[src/rtl/pcgrig_pkg.sv]
// Shared types, constants and the XSH RR output function for the PCG32
// ranged integer generator. No dependencies.
package pcgrig_pkg;

    localparam logic [63:0] PCG_MULT = 64'd6364136223846793005;

    localparam int unsigned WORD_W  = 32;
    localparam int unsigned STATE_W = 64;
    localparam int unsigned RANGE_W = WORD_W + 1;   // range width 1..2^32
    localparam int unsigned CNT_W   = $clog2(WORD_W);

    // register index (paddr[3]), 64-bit registers on an 8-byte pitch
    localparam logic ADDR_START_STATE = 1'b0;
    localparam logic ADDR_STREAM_INC  = 1'b1;

    typedef enum logic [1:0] {
        ST_IDLE,
        ST_RUN,
        ST_HOLD
    } ctl_state_t;

    typedef struct packed {
        logic load;     // load running state from start_state
        logic start;    // advance state once
    } lcg_cmd_t;

    typedef struct packed {
        logic busy;
        logic done;     // one-cycle pulse, remainder valid from here on
    } mod_stat_t;

    // XSH RR: xorshift high bits down, then rotate right by the top five bits
    function automatic logic [WORD_W-1:0] xsh_rr(input logic [STATE_W-1:0] old);
        logic [STATE_W-1:0]  mix;
        logic [WORD_W-1:0]   word;
        logic [4:0]          rot;
        logic [2*WORD_W-1:0] dbl;
        mix  = old ^ (old >> 18);
        word = mix[58:27];
        rot  = old[63:59];
        dbl  = {word, word} >> rot;
        return dbl[WORD_W-1:0];
    endfunction

endpackage

[src/rtl/pcgrig_lcg.sv]
// 64-bit LCG state with a shared 32x32 multiplier that forms the partial products in turn.
// Depends on pcgrig_pkg.
module pcgrig_lcg (
    input  logic                           aclk,
    input  logic                           aresetn,
    input  pcgrig_pkg::lcg_cmd_t           cmd,
    input  logic [pcgrig_pkg::STATE_W-1:0] load_value,
    input  logic [pcgrig_pkg::STATE_W-1:0] increment,
    output logic [pcgrig_pkg::STATE_W-1:0] state
);

    logic [63:0] state_reg, state_next;
    logic [63:0] acc_reg, acc_next;
    logic [1:0]  step_reg, step_next;
    logic        busy_reg, busy_next;
    logic [31:0] mul_a, mul_b;
    logic [63:0] prod;

    // low 64 bits of state * mult = lo*lo + ((hi*lo + lo*hi) << 32)
    always_comb begin
        case (step_reg)
            2'd1: begin
                mul_a = state_reg[63:32];
                mul_b = pcgrig_pkg::PCG_MULT[31:0];
            end
            2'd2: begin
                mul_a = state_reg[31:0];
                mul_b = pcgrig_pkg::PCG_MULT[63:32];
            end
            default: begin
                mul_a = state_reg[31:0];
                mul_b = pcgrig_pkg::PCG_MULT[31:0];
            end
        endcase
    end

    assign prod = 64'(mul_a) * 64'(mul_b);

    always_comb begin
        state_next = state_reg;
        acc_next   = acc_reg;
        step_next  = step_reg;
        busy_next  = busy_reg;
        if (cmd.load) begin
            state_next = load_value;
        end else if (cmd.start) begin
            busy_next = 1'b1;
            step_next = 2'd0;
        end else if (busy_reg) begin
            step_next = step_reg + 2'd1;
            case (step_reg)
                2'd0: acc_next = prod;
                2'd1, 2'd2: acc_next = {acc_reg[63:32] + prod[31:0], acc_reg[31:0]};
                default: begin
                    state_next = acc_reg + {increment[63:1], 1'b1};
                    busy_next  = 1'b0;
                end
            endcase
        end
    end

    always_ff @(posedge aclk) begin
        if (!aresetn) begin
            state_reg <= '0;
            step_reg  <= '0;
            busy_reg  <= 1'b0;
        end else begin
            state_reg <= state_next;
            step_reg  <= step_next;
            busy_reg  <= busy_next;
        end
        acc_reg <= acc_next;
    end

    assign state = state_reg;

endmodule

[src/rtl/pcgrig_mod.sv]
// Restoring remainder unit: 32-bit word mod 33-bit width, one bit per cycle.
// Depends on pcgrig_pkg.
module pcgrig_mod (
    input  logic                           aclk,
    input  logic                           aresetn,
    input  logic                           start,
    input  logic [pcgrig_pkg::WORD_W-1:0]  dividend,
    input  logic [pcgrig_pkg::RANGE_W-1:0] divisor,
    output logic [pcgrig_pkg::WORD_W-1:0]  remainder,
    output pcgrig_pkg::mod_stat_t          stat
);

    localparam int unsigned W = pcgrig_pkg::WORD_W;

    logic [W:0]                      rem_reg, rem_next;
    logic [W-1:0]                    dvd_reg, dvd_next;
    logic [W:0]                      dvs_reg;
    logic [pcgrig_pkg::CNT_W-1:0]    cnt_reg, cnt_next;
    logic                            busy_reg, busy_next;
    logic                            done_reg, done_next;
    logic [W:0]                      trial;

    // remainder stays below the divisor (at most 2^32), so bit W is free
    assign trial = {rem_reg[W-1:0], dvd_reg[W-1]};

    always_comb begin
        rem_next  = rem_reg;
        dvd_next  = dvd_reg;
        cnt_next  = cnt_reg;
        busy_next = busy_reg;
        done_next = 1'b0;
        if (start) begin
            rem_next  = '0;
            dvd_next  = dividend;
            cnt_next  = pcgrig_pkg::CNT_W'(W - 1);
            busy_next = 1'b1;
        end else if (busy_reg) begin
            rem_next = (trial >= dvs_reg) ? trial - dvs_reg : trial;
            dvd_next = {dvd_reg[W-2:0], 1'b0};
            cnt_next = cnt_reg - 1'b1;
            if (cnt_reg == '0) begin
                busy_next = 1'b0;
                done_next = 1'b1;
            end
        end
    end

    always_ff @(posedge aclk) begin
        if (!aresetn) begin
            busy_reg <= 1'b0;
            done_reg <= 1'b0;
        end else begin
            busy_reg <= busy_next;
            done_reg <= done_next;
        end
        rem_reg <= rem_next;
        dvd_reg <= dvd_next;
        cnt_reg <= cnt_next;
        if (start) begin
            dvs_reg <= divisor;
        end
    end

    assign remainder = rem_reg[W-1:0];
    assign stat      = '{busy: busy_reg, done: done_reg};

endmodule

[src/rtl/pcg32_ranged_integer_generator.sv]
// Top level of the PCG32 ranged integer generator: stream channels, APB
// registers and the control sequencer. Depends on pcgrig_pkg, pcgrig_lcg, pcgrig_mod.
//
// Use: each input beat carries an inclusive range (range_low, range_high).
// The block steps its 64-bit PCG state once, returns the XSH RR word of the
// old state as raw_word, and range_low + raw_word mod (high - low + 1) as
// ranged_value. When range_high < range_low (as signed values), range_error is set and
// ranged_value is range_low; the state still advances.
// The result beat is registered in the output register once the remainder
// unit finishes. Input beats are taken one at a time, paced by the remainder
// unit, which retires one quotient bit per cycle; the state update runs
// alongside it on a shared 32x32 multiplier.
// s_tready is high only while no beat is in work; one finished result may
// wait in the output register while the next beat is taken.
// If the receiver stalls, the finished result waits inside the block and
// no new beat is taken until the output register frees.
// Reset clears the state, both registers and the output valid flag; the output data is not reset.
// Registers: start_state at 0x0 (write loads the state), stream_increment
// at 0x8. Write configuration only while idle.
module pcg32_ranged_integer_generator (
    input  logic        aclk,
    input  logic        aresetn,
    // stream in
    input  logic        s_tvalid,
    output logic        s_tready,
    input  logic [63:0] s_tdata,    // [31:0] range_low, [63:32] range_high
    // stream out
    output logic        m_tvalid,
    input  logic        m_tready,
    output logic [63:0] m_tdata,    // [31:0] raw_word, [63:32] ranged_value
    output logic        m_tuser,    // [0] range_error
    // APB
    input  logic        psel,
    input  logic        penable,
    input  logic        pwrite,
    input  logic [3:0]  paddr,
    input  logic [63:0] pwdata,
    output logic [63:0] prdata,
    output logic        pready
);

    pcgrig_pkg::ctl_state_t state_reg, state_next;

    logic [63:0] start_state_reg;
    logic [63:0] stream_inc_reg;
    logic        cfg_wr;
    logic        accept;
    logic        out_free;
    logic        out_load;

    logic [31:0] low_reg;
    logic [31:0] word_reg;
    logic        err_reg;

    logic [31:0] m_word_reg, m_ranged_reg;
    logic        m_err_reg;
    logic        m_tvalid_reg, m_tvalid_next;

    logic [63:0]           lcg_state;
    pcgrig_pkg::lcg_cmd_t  lcg_cmd;
    logic [31:0]           rem;
    pcgrig_pkg::mod_stat_t mod_stat;

    logic signed [33:0] diff;
    logic [32:0]        range_width;

    // APB: register index is paddr[3], low address bits ignored
    assign pready = 1'b1;
    assign cfg_wr = psel && penable && pwrite;
    assign prdata = (paddr[3] == pcgrig_pkg::ADDR_STREAM_INC) ? stream_inc_reg
                                                               : start_state_reg;

    always_ff @(posedge aclk) begin
        if (!aresetn) begin
            start_state_reg <= '0;
            stream_inc_reg  <= '0;
        end else if (cfg_wr) begin
            if (paddr[3] == pcgrig_pkg::ADDR_START_STATE) begin
                start_state_reg <= pwdata;
            end else begin
                stream_inc_reg <= pwdata;
            end
        end
    end

    // range width in 33 bits; negative difference flags an inverted range
    assign diff        = 34'(signed'(s_tdata[63:32])) - 34'(signed'(s_tdata[31:0]));
    assign range_width = diff[32:0] + 33'd1;

    assign accept   = s_tvalid && s_tready;
    assign out_free = !m_tvalid_reg || m_tready;

    assign lcg_cmd = '{load: cfg_wr && (paddr[3] == pcgrig_pkg::ADDR_START_STATE),
                       start: accept};

    pcgrig_lcg u_lcg (
        .aclk       (aclk),
        .aresetn    (aresetn),
        .cmd        (lcg_cmd),
        .load_value (pwdata),
        .increment  (stream_inc_reg),
        .state      (lcg_state)
    );

    pcgrig_mod u_mod (
        .aclk      (aclk),
        .aresetn   (aresetn),
        .start     (accept),
        .dividend  (pcgrig_pkg::xsh_rr(lcg_state)),
        .divisor   (range_width),
        .remainder (rem),
        .stat      (mod_stat)
    );

    // next state
    always_comb begin
        state_next = state_reg;
        case (state_reg)
            pcgrig_pkg::ST_IDLE: begin
                if (accept) state_next = pcgrig_pkg::ST_RUN;
            end
            pcgrig_pkg::ST_RUN: begin
                if (mod_stat.done) begin
                    state_next = out_free ? pcgrig_pkg::ST_IDLE : pcgrig_pkg::ST_HOLD;
                end
            end
            pcgrig_pkg::ST_HOLD: begin
                if (out_free) state_next = pcgrig_pkg::ST_IDLE;
            end
            default: state_next = pcgrig_pkg::ST_IDLE;
        endcase
    end

    // outputs
    always_comb begin
        s_tready = 1'b0;
        out_load = 1'b0;
        case (state_reg)
            pcgrig_pkg::ST_IDLE: s_tready = 1'b1;
            pcgrig_pkg::ST_RUN:  out_load = mod_stat.done && out_free;
            pcgrig_pkg::ST_HOLD: out_load = out_free;
            default: ;
        endcase
    end

    always_comb begin
        m_tvalid_next = m_tvalid_reg;
        if (out_load) begin
            m_tvalid_next = 1'b1;
        end else if (m_tready) begin
            m_tvalid_next = 1'b0;
        end
    end

    always_ff @(posedge aclk) begin
        if (!aresetn) begin
            state_reg    <= pcgrig_pkg::ST_IDLE;
            m_tvalid_reg <= 1'b0;
        end else begin
            state_reg    <= state_next;
            m_tvalid_reg <= m_tvalid_next;
        end
        if (accept) begin
            low_reg  <= s_tdata[31:0];
            word_reg <= pcgrig_pkg::xsh_rr(lcg_state);
            err_reg  <= diff[33];
        end
        if (out_load) begin
            m_word_reg   <= word_reg;
            m_ranged_reg <= err_reg ? low_reg : low_reg + rem;
            m_err_reg    <= err_reg;
        end
    end

    assign m_tvalid = m_tvalid_reg;
    assign m_tdata  = {m_ranged_reg, m_word_reg};
    assign m_tuser  = m_err_reg;

endmodule

[config.mk]
export PLATFORM = sky130hd
export DESIGN_NAME = pcg32_ranged_integer_generator
export DESIGN_NICKNAME = d
export VERILOG_FILES = /design/src/rtl/pcgrig_pkg.sv /design/src/rtl/pcgrig_lcg.sv /design/src/rtl/pcgrig_mod.sv /design/src/rtl/pcg32_ranged_integer_generator.sv
export SDC_FILE = /design/constraint.sdc
export NUM_CORES = 2
export LEC_CHECK = 0
export BUFFER_PORTS_ARGS = -buffer_cell sky130_fd_sc_hd__buf_2
export CAP_MARGIN = 10
export CORE_ASPECT_RATIO = 0.9
export CORE_MARGIN = 2
export CORE_UTILIZATION = 60
export CTS_CLUSTER_SIZE = 8
export DETAILED_ROUTE_END_ITERATION = 8
export GPL_TIMING_DRIVEN = 1
export PLACE_DENSITY_LB_ADDON = 0.05
export RECOVER_POWER = 100
export SLEW_MARGIN = 20
export SYNTH_ARGS = -nofsm -noshare
export SYNTH_HDL_FRONTEND = slang
export SYNTH_SLANG_ARGS = --single-unit
[constraint.sdc]
create_clock -name aclk -period 14.2 [get_ports aclk]
set_input_delay 2.84 -clock aclk [delete_from_list [all_inputs] [get_ports aclk]]
set_output_delay 2.84 -clock aclk [all_outputs]
set_load 0.005 [all_outputs]
==> flow_summary.json <==
{
  "status": "finished with violations",
  "violations": "max-capacitance violations, max-slew violations",
  "leakage_uw": 0.0288,
  "crit_fanout": 32,
  "grt_max_degree": 101,
  "critPathCaptureType": "register",
  "clock_path_buffers": 3,
  "wl_per_cell_microns": 23.4,
  "min_period_ps": 12100,
  "multiInputGateArea_sq_um": 37500,
  "avgSynthCellArea_sq_um": 9.40,
  "vias_per_cell": 5.99,
  "hold_viol_final": 0,
  "synth_area_sq_um": 53800,
  "io_pins": 271,
  "synth-seq-cells": 496,
  "area_growth_syn_to_layout_pct": 8.31,
  "hp-class": "reg2reg",
  "ys_warn_count": 0,
  "ctsHoldBuffers": 0,
  "whs_path_depth": 0,
  "yosysSeqAreaShare_pct": 23.3,
  "cp.depth": 34,
  "total_power_uw": 5570,
  "clk_latency_ps": 620,
  "worst-path-buf-inv": 8,
  "ctsResizeCount": 0,
  "yosys.area.top_type": "fa_1",
  "cp.arrival_ps": 12470,
  "grtUsageTotal_pct": 36.1,
  "slew_violations": 737,
  "path_clk_slew_ps": 50,
  "finClkSkew_ps": 27.3,
  "cpMaxStageDelayCell": "ha_1",
  "routed-via-count": 42800,
  "ant_nets": 0,
  "place_ws_ps": 3290,
  "powerDensity_nw_per_um2": 95.5,
  "floorplan.initialDensity_pct": 60.4,
  "rows": 104,
  "ys_async_sr_fraction_pct": 0,
  "setup_viol": 0,
  "fin_crit_sh_pct": 85.2,
  "antenna_found_initial": 13,
  "reg2reg_slack_ps": 2100,
  "grt_pass1_wl_microns": 251000,
  "drc_errors": 0,
  "worstMarginPinSlew_ps": 4520,
  "drive_gt1_share_pct": 7.84,
  "dp_hpwl_microns": 134000,
  "fp.dieH_microns": 288,
  "cts_buffers": 73,
  "place_congestion": 1.02,
  "cp-start-kind": "register",
  "crit_end": "u_lcg.acc_reg[61]",
  "htree_levels": 3,
  "grt_pass1_vias": 41300,
  "cap_violations": 13,
  "synth_cells": 5726,
  "crit_family": "adder cells",
  "routed_wl_microns": 167000,
  "critPathLaunch": "u_lcg.step_reg[0]",
  "synth_cell_types": 94,
  "overflow": 0,
  "max_stage_delay_ps": 1500,
  "vdd_ir_drop_max_mv": 0.0715,
  "port_buffers": 266,
  "rr_startpoint": "u_lcg.step_reg[0]",
  "synth-edff-count": 259,
  "max_freq_mhz": 82.6,
  "layout_common_cells": "inv_1 (778), ha_1 (636), nand2_1 (590), fa_1 (549), a21oi_1 (455)",
  "critPathKind": "reg2reg",
  "final_common_cell": "inv_1",
  "first_pass_iters": 7,
  "fin_tns_setup_ps": 0,
  "die_w_microns": 320,
  "fillers": 7511,
  "ff2ff_path_depth": 34,
  "r2r-end": "u_lcg.acc_reg[61]",
  "cp.required_ps": 14570,
  "drt-initial-drc-count": 4044,
  "synth_top_area_share_pct": 20.4,
  "holdWs_ps": 412,
  "cts_setup_buffers": 0,
  "cts_sinks": 496,
  "area.sequential_sq_um": 12500,
  "cts_tree": "done",
  "ys.flop_type": "edfxtp_1",
  "core_sq_um": 89100,
  "fp.dieArea_sq_um": 92100,
  "setup_ws_ps": 2100,
  "synth_area_leaders": "fa_1 (20%), ha_1 (15%), edfxtp_1 (14%), dfxtp_1 (8.8%), inv_1 (5.4%)",
  "grt_setup_unrepaired": "false",
  "fin_nets": 7241,
  "slew_headroom_pct": -201,
  "cts-root-buf": "clkbuf_16"
}
==> per-layer routing <==
metal  wire length [microns]  global-route usage [%]  part of all wire [%]  vias up
met2                   72800                    55.0                    44     1766
li1                        -                       -                     -    19900
met4                    7080                    14.3                   4.2       12
met3                   16700                    9.16                    10      320
met1                   70200                    49.6                    42    20700
met5                      65                       0                 0.039        -
==> per-stage QoR <==
stage,area (sq um),instances,util [%]
2_1_floorplan,53800,5732,-
3_3_place_gp,56300,7006,63.2
3_5_place_dp,56300,7006,63.2
4_1_cts,58500,7132,65.6
5_1_grt,58300,7132,65.4
6_report,58300,7137,65.4
==> where the power goes <==
group          leakage [uW]  internal, uW  switching [uW]
registers           0.00439          1660            96.0
logic                0.0233           834            1310
clock network       0.00104          1000             667
==> cell usage after synthesis (all sizes together) (19+ instances only) <==
cell type,instances
buf,19
a211oi,27
a31oi,34
a21boi,20
o21bai,43
a21o,170
a21oi,455
xnor2,166
nand3,62
nand4,56
nand2,590
and3,34
inv,782
dfxtp,237
o21a,30
fa,549
a222oi,41
o21ai,266
o31ai,20
mux2,112
nor2b,60
o211ai,23
clkbuf,204
nand2b,38
nor2,303
xor2,107
ha,638
mux2i,116
nor3,52
edfxtp,259
==> worst min path at each step <==
stage | start | endpoint | slack [ps]
after floorplan | word_reg[0] | m_word_reg[0] | 400
after global placement | word_reg[6] | m_word_reg[6] | 400
after global routing | word_reg[4] | m_word_reg[4] | 420
final | word_reg[4] | m_word_reg[4] | 410
after CTS | word_reg[4] | m_word_reg[4] | 410
after detailed placement | word_reg[16] | m_word_reg[16] | 400
==> cells by family after synthesis <==
logic type | count (synthesis) | synth area share [%]
AO/OA/AOI/OAI | 1239 | 14.3
multiplexers | 236 | 4.84
XOR/XNOR | 273 | 4.44
other | 2 | 0.0140
flip-flops | 496 | 23.3
buffers and inverters | 1006 | 7.04
adder cells (fa/ha/maj) | 1188 | 35.3
AND/OR/NAND/NOR | 1286 | 10.8
==> layout make-up <==
cell class	instances	area share (%)
clock inverters	6	0.135
multi-input cells	4230	64.3
clock buffers	120	3.58
diodes	5	0.0215
repair buffers	331	2.88
flip-flops and latches	496	21.5
inverters	783	5.05
well taps	1166	2.50
(Power assumes the default switching activity.)
